**config.mk**
```make
export PLATFORM = sky130hd
export DESIGN_NAME = gamepad_edge_autorepeat_flat
export DESIGN_NICKNAME = d
export VERILOG_FILES = /design/src/hw/rtl/gpea_pkg.sv /design/src/hw/rtl/gpea_if.sv /design/src/hw/rtl/gpea_lane.sv /design/src/hw/rtl/gamepad_edge_autorepeat.sv /design/src/flat_wrapper.sv
export SDC_FILE = /design/constraint.sdc
export NUM_CORES = 1
export LEC_CHECK = 0
export BUFFER_PORTS_ARGS = -buffer_cell sky130_fd_sc_hd__buf_4
export CORE_MARGIN = 2
export CORE_UTILIZATION = 30
export CTS_CLUSTER_DIAMETER = 150
export DETAILED_ROUTE_END_ITERATION = 7
export GPL_ROUTABILITY_DRIVEN = 1
export SLEW_MARGIN = 30
export SYNTH_ARGS = -nofsm -noshare
export SYNTH_HDL_FRONTEND = slang
export SYNTH_SLANG_ARGS = --single-unit
```
**constraint.sdc**
```tcl
create_clock -name clk_i -period 6.9 [get_ports clk_i]
set_input_delay 1.38 -clock clk_i [delete_from_list [all_inputs] [get_ports clk_i]]
set_output_delay 1.38 -clock clk_i [all_outputs]
set_load 0.02 [all_outputs]
```
**src/hw/rtl/gpea_pkg.sv**
```systemverilog
// Package for the gamepad edge and auto-repeat block: widths, register
// indexes, button positions and small helper functions.
// Depends on nothing; every other file in hw/rtl uses it.
package gpea_pkg;

  // Width of each per-input hold counter (4 to 8 bits).
  localparam int unsigned HoldCntW = 4;

  localparam int unsigned NumButtons = 12;
  localparam int unsigned NumPhys    = 20;
  localparam int unsigned NumOut     = 22;
  localparam int unsigned AxisW      = 8;
  localparam int unsigned DelayW     = 4;
  localparam int unsigned CfgIdxW    = 3;
  localparam int unsigned CfgDataW   = 8;

  // Positions of the mapped buttons.
  localparam int unsigned IdxCircle = 7;
  localparam int unsigned IdxCross  = 8;
  localparam int unsigned IdxEnter  = 12;
  localparam int unsigned IdxCancel = 13;

  // Register reset values.
  localparam logic [AxisW-1:0]  AxisLowReset  = 8'd64;
  localparam logic [AxisW-1:0]  AxisHighReset = 8'd192;
  localparam logic [DelayW-1:0] DelayReset    = 4'd10;
  localparam logic [DelayW-1:0] ReloadReset   = 4'd6;

  typedef logic [HoldCntW-1:0] hold_cnt_t;
  typedef logic [NumOut-1:0]   out_vec_t;

  // Configuration register indexes.
  typedef enum logic [CfgIdxW-1:0] {
    CFG_AXIS_LOW      = 3'd0,
    CFG_AXIS_HIGH     = 3'd1,
    CFG_REPEAT_DELAY  = 3'd2,
    CFG_REPEAT_RELOAD = 3'd3,
    CFG_ENTER_CIRCLE  = 3'd4
  } cfg_reg_e;

  // Repeat timing shared by all lanes.
  typedef struct packed {
    logic [DelayW-1:0] delay;
    logic [DelayW-1:0] reload;
  } rep_cfg_t;

  // Per-lane flags for one word.
  typedef struct packed {
    logic lvl;
    logic prs;
    logic rls;
    logic slw;
    logic fst;
  } lane_out_t;

  // One result word.
  typedef struct packed {
    out_vec_t level_bits;
    out_vec_t press_bits;
    out_vec_t release_bits;
    out_vec_t slow_repeat_bits;
    out_vec_t fast_repeat_bits;
  } res_t;

  // Thresholds one axis: bit 0 is up or left, bit 1 is down or right.
  // Below the low limit wins when the limits cross.
  function automatic logic [1:0] axis_dir(input logic [AxisW-1:0] v,
                                          input logic [AxisW-1:0] lo,
                                          input logic [AxisW-1:0] hi);
    logic [1:0] r;
    r = 2'b00;
    if (v < lo) begin
      r = 2'b01;
    end else if (v > hi) begin
      r = 2'b10;
    end
    return r;
  endfunction

  // Increment that sticks at all ones.
  function automatic hold_cnt_t sat_inc(input hold_cnt_t c);
    hold_cnt_t r;
    r = (c == '1) ? c : c + hold_cnt_t'(1);
    return r;
  endfunction

endpackage

```
**src/hw/rtl/gpea_if.sv**
```systemverilog
// Channel interfaces of the gamepad block: one for the sample words coming
// in and one for the result words going out. Depends on gpea_pkg.
interface gpea_in_if;
  logic                        valid;
  logic                        ready;
  logic [gpea_pkg::NumButtons-1:0] digital_buttons;
  logic [gpea_pkg::AxisW-1:0]  left_x;
  logic [gpea_pkg::AxisW-1:0]  left_y;
  logic [gpea_pkg::AxisW-1:0]  right_x;
  logic [gpea_pkg::AxisW-1:0]  right_y;

  modport source (output valid, digital_buttons, left_x, left_y, right_x, right_y,
                  input ready);
  modport sink (input valid, digital_buttons, left_x, left_y, right_x, right_y,
                output ready);
endinterface

interface gpea_out_if;
  logic                 valid;
  logic                 ready;
  gpea_pkg::out_vec_t   level_bits;
  gpea_pkg::out_vec_t   press_bits;
  gpea_pkg::out_vec_t   release_bits;
  gpea_pkg::out_vec_t   slow_repeat_bits;
  gpea_pkg::out_vec_t   fast_repeat_bits;

  modport source (output valid, level_bits, press_bits, release_bits,
                  slow_repeat_bits, fast_repeat_bits, input ready);
  modport sink (input valid, level_bits, press_bits, release_bits,
                slow_repeat_bits, fast_repeat_bits, output ready);
endinterface

```
**src/hw/rtl/gpea_lane.sv**
```systemverilog
// One physical input: edge detection and the slow and fast hold counters.
// Depends on gpea_pkg.
module gpea_lane (
  input  logic                 clk_i,
  input  logic                 rst_ni,
  input  logic                 step_i,
  input  logic                 cur_i,
  input  gpea_pkg::rep_cfg_t   cfg_i,
  output gpea_pkg::lane_out_t  res_o
);

  logic                 prev_q, prev_d;
  gpea_pkg::hold_cnt_t  slow_q, slow_d;
  gpea_pkg::hold_cnt_t  fast_q, fast_d;
  gpea_pkg::hold_cnt_t  delay_ext, reload_ext;
  logic                 slow_hit, fast_hit;

  assign delay_ext  = gpea_pkg::hold_cnt_t'(cfg_i.delay);
  assign reload_ext = gpea_pkg::hold_cnt_t'(cfg_i.reload);

  // A held input at or past the delay pulses and reloads its counter.
  assign slow_hit = cur_i && (slow_q >= delay_ext);
  assign fast_hit = cur_i && (fast_q >= delay_ext);

  always_comb begin
    prev_d = cur_i;
    if (cur_i) begin
      slow_d = gpea_pkg::sat_inc(slow_hit ? reload_ext : slow_q);
      fast_d = gpea_pkg::sat_inc(fast_hit ? delay_ext : fast_q);
    end else begin
      slow_d = '0;
      fast_d = '0;
    end
  end

  // Flags for the current word.
  always_comb begin
    res_o.lvl = cur_i;
    res_o.prs = cur_i && !prev_q;
    res_o.rls = !cur_i && prev_q;
    res_o.slw = res_o.prs || slow_hit;
    res_o.fst = res_o.prs || fast_hit;
  end

  // State moves only when a word is processed.
  always_ff @(posedge clk_i or negedge rst_ni) begin
    if (!rst_ni) begin
      prev_q <= 1'b0;
      slow_q <= '0;
      fast_q <= '0;
    end else if (step_i) begin
      prev_q <= prev_d;
      slow_q <= slow_d;
      fast_q <= fast_d;
    end
  end

endmodule

```
**src/hw/rtl/gamepad_edge_autorepeat.sv**
```systemverilog
// Gamepad edge detector with auto-repeat: top level.
// Depends on gpea_pkg, gpea_in_if, gpea_out_if and gpea_lane.
//
// Usage:
//   in_i carries one controller sample word per frame (twelve buttons and
//   four stick axes); out_o carries one result word per sample, each field
//   22 bits wide with one bit per button index.
//   A word accepted on in_i is registered in the input register, processed
//   by the lanes and registered again in the result register that drives
//   out_o. One word per cycle is sustained while the receiver does not
//   stall, since each lane finishes its update in the single combinational
//   step between the input and result registers.
//   When the receiver stalls, the result word holds and one more word can
//   wait in the input register; ready then falls until the result leaves.
//   Reset clears both registers' valid flags, all previous levels and hold
//   counters, and loads the configuration registers with their defaults.
//   The cfg port writes one register per cycle with cfg_we_i, and unknown
//   indexes are ignored. The user must write only while no word is in flight; the block does not enforce it.
module gamepad_edge_autorepeat (
  input  logic                              clk_i,
  input  logic                              rst_ni,
  gpea_in_if.sink                           in_i,
  gpea_out_if.source                        out_o,
  input  logic                              cfg_we_i,
  input  logic [gpea_pkg::CfgIdxW-1:0]      cfg_idx_i,
  input  logic [gpea_pkg::CfgDataW-1:0]     cfg_wdata_i
);

  // Configuration registers.
  logic [gpea_pkg::AxisW-1:0]  axis_lo_q, axis_hi_q;
  logic [gpea_pkg::DelayW-1:0] delay_q, reload_q;
  logic                        enter_circle_q;

  always_ff @(posedge clk_i or negedge rst_ni) begin
    if (!rst_ni) begin
      axis_lo_q      <= gpea_pkg::AxisLowReset;
      axis_hi_q      <= gpea_pkg::AxisHighReset;
      delay_q        <= gpea_pkg::DelayReset;
      reload_q       <= gpea_pkg::ReloadReset;
      enter_circle_q <= 1'b1;
    end else if (cfg_we_i) begin
      unique case (gpea_pkg::cfg_reg_e'(cfg_idx_i))
        gpea_pkg::CFG_AXIS_LOW:      axis_lo_q      <= cfg_wdata_i;
        gpea_pkg::CFG_AXIS_HIGH:     axis_hi_q      <= cfg_wdata_i;
        gpea_pkg::CFG_REPEAT_DELAY:  delay_q        <= cfg_wdata_i[gpea_pkg::DelayW-1:0];
        gpea_pkg::CFG_REPEAT_RELOAD: reload_q       <= cfg_wdata_i[gpea_pkg::DelayW-1:0];
        gpea_pkg::CFG_ENTER_CIRCLE:  enter_circle_q <= cfg_wdata_i[0];
        default: ;
      endcase
    end
  end

  // Input register and handshake.
  logic                                in_vld_q;
  logic [gpea_pkg::NumButtons-1:0]     btn_q;
  logic [gpea_pkg::AxisW-1:0]          lx_q, ly_q, rx_q, ry_q;
  logic                                out_vld_q;
  logic                                advance;

  assign advance    = in_vld_q && (!out_vld_q || out_o.ready);
  assign in_i.ready = !in_vld_q || advance;

  always_ff @(posedge clk_i or negedge rst_ni) begin
    if (!rst_ni) begin
      in_vld_q <= 1'b0;
    end else if (in_i.ready) begin
      in_vld_q <= in_i.valid;
    end
  end

  always_ff @(posedge clk_i) begin
    if (in_i.valid && in_i.ready) begin
      btn_q <= in_i.digital_buttons;
      lx_q  <= in_i.left_x;
      ly_q  <= in_i.left_y;
      rx_q  <= in_i.right_x;
      ry_q  <= in_i.right_y;
    end
  end

  // Physical levels: buttons, then left stick up/down/left/right, then right.
  logic [gpea_pkg::NumPhys-1:0] phys;

  assign phys = {gpea_pkg::axis_dir(rx_q, axis_lo_q, axis_hi_q),
                 gpea_pkg::axis_dir(ry_q, axis_lo_q, axis_hi_q),
                 gpea_pkg::axis_dir(lx_q, axis_lo_q, axis_hi_q),
                 gpea_pkg::axis_dir(ly_q, axis_lo_q, axis_hi_q),
                 btn_q};

  // One lane per physical input.
  gpea_pkg::rep_cfg_t  rep_cfg;
  gpea_pkg::lane_out_t lane_res [gpea_pkg::NumPhys];

  assign rep_cfg.delay  = delay_q;
  assign rep_cfg.reload = reload_q;

  for (genvar p = 0; p < gpea_pkg::NumPhys; p++) begin : g_lane
    gpea_lane u_lane (
      .clk_i  (clk_i),
      .rst_ni (rst_ni),
      .step_i (advance),
      .cur_i  (phys[p]),
      .cfg_i  (rep_cfg),
      .res_o  (lane_res[p])
    );
  end

  // Spread lanes onto button indexes and fill in enter and cancel.
  gpea_pkg::res_t      res_d, res_q;
  gpea_pkg::lane_out_t enter_res, cancel_res;

  assign enter_res  = enter_circle_q ? lane_res[gpea_pkg::IdxCircle]
                                     : lane_res[gpea_pkg::IdxCross];
  assign cancel_res = enter_circle_q ? lane_res[gpea_pkg::IdxCross]
                                     : lane_res[gpea_pkg::IdxCircle];

  always_comb begin
    res_d = '0;
    for (int unsigned p = 0; p < gpea_pkg::NumPhys; p++) begin
      if (p < gpea_pkg::NumButtons) begin
        res_d.level_bits[p]       = lane_res[p].lvl;
        res_d.press_bits[p]       = lane_res[p].prs;
        res_d.release_bits[p]     = lane_res[p].rls;
        res_d.slow_repeat_bits[p] = lane_res[p].slw;
        res_d.fast_repeat_bits[p] = lane_res[p].fst;
      end else begin
        res_d.level_bits[p+2]       = lane_res[p].lvl;
        res_d.press_bits[p+2]       = lane_res[p].prs;
        res_d.release_bits[p+2]     = lane_res[p].rls;
        res_d.slow_repeat_bits[p+2] = lane_res[p].slw;
        res_d.fast_repeat_bits[p+2] = lane_res[p].fst;
      end
    end
    res_d.level_bits[gpea_pkg::IdxEnter]        = enter_res.lvl;
    res_d.press_bits[gpea_pkg::IdxEnter]        = enter_res.prs;
    res_d.release_bits[gpea_pkg::IdxEnter]      = enter_res.rls;
    res_d.slow_repeat_bits[gpea_pkg::IdxEnter]  = enter_res.slw;
    res_d.fast_repeat_bits[gpea_pkg::IdxEnter]  = enter_res.fst;
    res_d.level_bits[gpea_pkg::IdxCancel]       = cancel_res.lvl;
    res_d.press_bits[gpea_pkg::IdxCancel]       = cancel_res.prs;
    res_d.release_bits[gpea_pkg::IdxCancel]     = cancel_res.rls;
    res_d.slow_repeat_bits[gpea_pkg::IdxCancel] = cancel_res.slw;
    res_d.fast_repeat_bits[gpea_pkg::IdxCancel] = cancel_res.fst;
  end

  // Result register.
  always_ff @(posedge clk_i or negedge rst_ni) begin
    if (!rst_ni) begin
      out_vld_q <= 1'b0;
    end else if (advance) begin
      out_vld_q <= 1'b1;
    end else if (out_o.ready) begin
      out_vld_q <= 1'b0;
    end
  end

  always_ff @(posedge clk_i) begin
    if (advance) begin
      res_q <= res_d;
    end
  end

  assign out_o.valid            = out_vld_q;
  assign out_o.level_bits       = res_q.level_bits;
  assign out_o.press_bits       = res_q.press_bits;
  assign out_o.release_bits     = res_q.release_bits;
  assign out_o.slow_repeat_bits = res_q.slow_repeat_bits;
  assign out_o.fast_repeat_bits = res_q.fast_repeat_bits;

`ifndef SYNTHESIS
  // A press and a release of the same button never share a word.
  assert property (@(posedge clk_i) disable iff (!rst_ni)
    out_vld_q |-> ((res_q.press_bits & res_q.release_bits) == '0))
    else $error("press and release set together");

  // A press edge always shows as high level and on both repeat outputs.
  assert property (@(posedge clk_i) disable iff (!rst_ni)
    out_vld_q |-> ((res_q.press_bits & ~(res_q.level_bits & res_q.slow_repeat_bits
                    & res_q.fast_repeat_bits)) == '0))
    else $error("press edge missing from level or repeat outputs");

  // With both registers full and the receiver stalled, no new word is taken.
  assert property (@(posedge clk_i) disable iff (!rst_ni)
    (in_vld_q && out_vld_q && !out_o.ready) |-> !in_i.ready)
    else $error("input taken while pipeline is full");

  // A stalled result word is not overwritten.
  assert property (@(posedge clk_i) disable iff (!rst_ni)
    (out_vld_q && !out_o.ready) |=> (out_vld_q && $stable(res_q)))
    else $error("stalled result word changed");
`endif

endmodule

```
**src/flat_wrapper.sv**
```systemverilog
// flat-port wrapper written by rule: the top's interface ports become plain ports
module gamepad_edge_autorepeat_flat 
  (clk_i, rst_ni, cfg_we_i, cfg_idx_i, cfg_wdata_i, in_i_valid, in_i_digital_buttons, in_i_left_x, in_i_left_y, in_i_right_x, in_i_right_y, in_i_ready, out_o_valid, out_o_level_bits, out_o_press_bits, out_o_release_bits, out_o_slow_repeat_bits, out_o_fast_repeat_bits, out_o_ready);
  gpea_in_if in_i_i ();
  gpea_out_if out_o_i ();
  input  logic clk_i;
  input  logic rst_ni;
  input  logic cfg_we_i;
  input  logic [gpea_pkg::CfgIdxW-1:0] cfg_idx_i;
  input  logic [gpea_pkg::CfgDataW-1:0] cfg_wdata_i;
  input wire logic [$bits(in_i_i.valid)-1:0] in_i_valid;
  input wire logic [$bits(in_i_i.digital_buttons)-1:0] in_i_digital_buttons;
  input wire logic [$bits(in_i_i.left_x)-1:0] in_i_left_x;
  input wire logic [$bits(in_i_i.left_y)-1:0] in_i_left_y;
  input wire logic [$bits(in_i_i.right_x)-1:0] in_i_right_x;
  input wire logic [$bits(in_i_i.right_y)-1:0] in_i_right_y;
  output wire logic [$bits(in_i_i.ready)-1:0] in_i_ready;
  output wire logic [$bits(out_o_i.valid)-1:0] out_o_valid;
  output wire logic [$bits(out_o_i.level_bits)-1:0] out_o_level_bits;
  output wire logic [$bits(out_o_i.press_bits)-1:0] out_o_press_bits;
  output wire logic [$bits(out_o_i.release_bits)-1:0] out_o_release_bits;
  output wire logic [$bits(out_o_i.slow_repeat_bits)-1:0] out_o_slow_repeat_bits;
  output wire logic [$bits(out_o_i.fast_repeat_bits)-1:0] out_o_fast_repeat_bits;
  input wire logic [$bits(out_o_i.ready)-1:0] out_o_ready;
  assign in_i_i.valid = in_i_valid;
  assign in_i_i.digital_buttons = in_i_digital_buttons;
  assign in_i_i.left_x = in_i_left_x;
  assign in_i_i.left_y = in_i_left_y;
  assign in_i_i.right_x = in_i_right_x;
  assign in_i_i.right_y = in_i_right_y;
  assign in_i_ready = in_i_i.ready;
  assign out_o_valid = out_o_i.valid;
  assign out_o_level_bits = out_o_i.level_bits;
  assign out_o_press_bits = out_o_i.press_bits;
  assign out_o_release_bits = out_o_i.release_bits;
  assign out_o_slow_repeat_bits = out_o_i.slow_repeat_bits;
  assign out_o_fast_repeat_bits = out_o_i.fast_repeat_bits;
  assign out_o_i.ready = out_o_ready;
  gamepad_edge_autorepeat u_core (.clk_i(clk_i), .rst_ni(rst_ni), .in_i(in_i_i), .out_o(out_o_i), .cfg_we_i(cfg_we_i), .cfg_idx_i(cfg_idx_i), .cfg_wdata_i(cfg_wdata_i));
endmodule
```
==> key figures <==
Setup path
  • Critical path endpoint category: flop
  • WP data required: ~7300 ps
  • Crit Path Max Fanout: 34
  • Setup Crit Path Kind: flop to flop
  • Reg2Reg Setup Slack: ~2700 ps
  • Worst EP arrival: 4590 ps
  • Worst setup SP type: flop

Timing
  • Final hold violation count: 0
  • Setup TNS: 0 ps
  • Final setup viols: 0
  • Pins Over Slew Limit: 0
  • Fmax: between 200 and 250 MHz
  • Unrepaired setup endpoints after global routing: false
  • Max_slew headroom: roughly 30%
  • Final Cycle Share: between 60% and 70%
  • Tmin final: approximately 4200 ps
  • Slew @ Worst Pin: 1049 ps
  • Setup skew after layout: 26.62 ps

Layout
  • Area Overhead vs Synth: 16.45%
  • Final Net Count: 3,110
  • Share of cells above drive strength 1: 15.63%
  • Most common cell after layout, fill and taps aside: nand2_1
  • Most frequent cells in the layout: 374 x nand2_1, 260 x ha_1, 201 x buf_4
  • Fill cells: around 8,300
  • Post-layout util: 35.34%

Floorplanning
  • Initial Utilization: slightly above 30%
  • Die width: 292.2 um
  • Core Region: roughly 0.082 mm^2
  • Die height: around 300 um
  • Die Footprint: around 0.085 mm^2
  • Io pins: roughly 170
  • Row cnt: 105

Power and ir drop
  • PwrDens: between 300 and 400 mW/mm^2
  • VDD IR max: ~0.17 mV
  • Leakage Power: about 0.013 uW

Drt
  • 1st-iter DRT viols: about 1,700
  • First drt pass iteration count: 7
  • Routed WL: around 74,000 um
  • DRT antenna net count: 0
  • DRC Markers: 0
  • Avg WL per Cell: roughly 19 um
  • Vias per cell: 5.289
  • Via Count: 20,620

Synth
  • Share of flip-flops with an asynchronous set or reset: between 50% and 60%
  • Mapped Area: 0.02492 mm^2
  • Yosys cell types: 75
  • EDFF count, synth: 154
  • Yosys warns: 0
  • Mapped Avg Cell Area: 9.382 um^2
  • Seq/Total Area, Yosys: between 30% and 40%
  • Syn nets: 2,976
  • Mapped Cells: roughly 2,700
  • Synthesized flop and latch total: around 360
  • Synth Flop Type: dfrtp_1

Placed design
  • HPWL after DPL: 47,830 um
  • Routability cong.: 0.8215
  • Buffers on Ports: 171

Clock network
  • CTS tree: yes
  • Clock Tree Buf Depth: 3
  • Number of buffers created by CTS: 46
  • CTS H-tree depth: 2
  • Clk root buf: clkbuf_16
  • CTS Hold Buffers Added: 0
  • Setup bufs post-CTS: 0
  • Clock transition at path regs: 60 ps
  • Clock Latency Late Sink: about 600 ps
  • Clk sinks: ~360
  • PostCTS Resize Cnt: 0

Min path
  • HP Class: flop to flop

GRT
  • All-Layer GR Usage: around 17%
  • Pin count of the biggest net entering global routing: 141
  • First-pass GRT wire length: between 100,000 and 150,000 um
  • Vias in the first global route: a little under 20,000
  • Gr ovfl total: 0
  • Initial antenna violation count: 1

Run
  • Maxcap violations: 0

Outcome
  • Status: complete, no violations
-- worst paths after layout --
path | cells after the start | startpoint | to
worst min register to register | 2 | u_core.g_lane[0].u_lane.prev_q | u_core.g_lane[0].u_lane.prev_q
worst max register to register | 10 | u_core.delay_q[1] | u_core.g_lane[4].u_lane.fast_q[3]
worst min-delay path | 2 | u_core.g_lane[0].u_lane.prev_q | u_core.g_lane[0].u_lane.prev_q
max in group asynchronous | 2 | rst_ni | u_core.delay_q[0]
min in group asynchronous | 1 | rst_ni | u_core.g_lane[1].u_lane.slow_q[3]
worst max-delay path | 10 | u_core.delay_q[1] | u_core.g_lane[4].u_lane.fast_q[3]
-- cells in the mapped netlist, types with 26 or more instances --
master | n | share of area, %
a21o_1 | 26 | 0.78
a21oi_1 | 151 | 3.0
clkbuf_1 | 95 | 1.4
dfrtp_1 | 199 | 20
edfxtp_1 | 154 | 19
ha_1 | 260 | 13
inv_1 | 116 | 1.7
mux2_2 | 116 | 5.2
mux2i_1 | 93 | 3.7
nand2_1 | 375 | 5.6
nand2b_1 | 76 | 1.9
nand3_1 | 100 | 2.0
nand4_1 | 46 | 1.2
nor2_1 | 155 | 2.3
nor2b_1 | 29 | 0.73
nor3_1 | 41 | 0.82
o211ai_1 | 35 | 1.1
o21ai_0 | 195 | 3.9
o31ai_1 | 36 | 1.1
-- sequential cells by signal, summed over array words and instances, names as in the netlist, 20 cells and up --
| signal | count |
|---|---|
| u_core.out_o.press_bits | 22 |
| u_core.out_o.release_bits | 22 |
| u_core.g_lane.u_lane.slow_q | 80 |
| u_core.out_o.slow_repeat_bits | 22 |
| u_core.g_lane.u_lane.fast_q | 80 |
| u_core.g_lane.u_lane.prev_q | 20 |
| u_core.out_o.level_bits | 22 |
| u_core.out_o.fast_repeat_bits | 22 |
-- per-layer routing --
metal / routed length (um) / up-vias / global-route usage (%)
li1: - / 10049 / -
met1: 34600 / 9904 / 23.71
met2: 32850 / 569 / 26.82
met3: 4595 / 98 / 3.159
met4: 1655 / 0 / 4.878
met5: 0 / - / 0
-- where the power goes --
group / switching [uW] / internal, uW / total [uW]
Sequential: 711 / 2830 / 3540
Clock: 1030 / 1610 / 2630
Combinational: 2810 / 2080 / 4890
-- cell families (layout without fill, tap and decap cells) --
group	count (synthesis)	count (layout)	share of synthesized area [%]
AO/OA/AOI/OAI	640	640	16.35
adder cells (fa/ha/maj)	260	260	13.06
flip-flops	361	361	39.39
other	0	1	0
multiplexers	214	214	9.370
buffers and inverters	240	412	3.751
XOR/XNOR	23	23	0.8084
AND/OR/NAND/NOR	918	918	17.27
-- critical path: stages (launching register included) --
cell,delay (ps)
dfstp_2,680
inv_2,450
ha_1,460
a211oi_1,60
o31ai_1,790
buf_4,300
mux2_2,340
ha_1,300
or2_2,350
o21ai_0,160
a21oi_1,80
-- stage by stage --
| step | setup slack, ps | std cells | area (um^2) | hold WS, ps | power (uW) |
|---|---|---|---|---|---|
| 2_1_floorplan | 1190 | 2656 | 24920 | 424.4 | 7022 |
| 3_3_place_gp | 2727 | 3812 | 27360 | 473.4 | 8332 |
| 3_5_place_dp | 2663 | 3812 | 27360 | 473.3 | 8417 |
| 6_report | 2739 | 3899 | 29020 | 487.1 | 11060 |
| 4_1_cts | 2658 | 3898 | 29000 | 486.8 | 11110 |
| 5_1_grt | 2497 | 3898 | 29020 | 519.6 | 11950 |
-- final cells by class --
cell class              instances  area, um^2  area share (%)
multi-input cells            2055       14200           48.93
flip-flops and latches        361        9816           33.83
repair buffers                203        1544           5.321
well taps                    1070        1339           4.614
clock buffers                  58        1269           4.372
inverters                     123       479.2           1.651
clock inverters                28       370.4           1.276
diodes                          1       2.502        0.008624
Note: power is estimated with default switching activity, not from simulation.
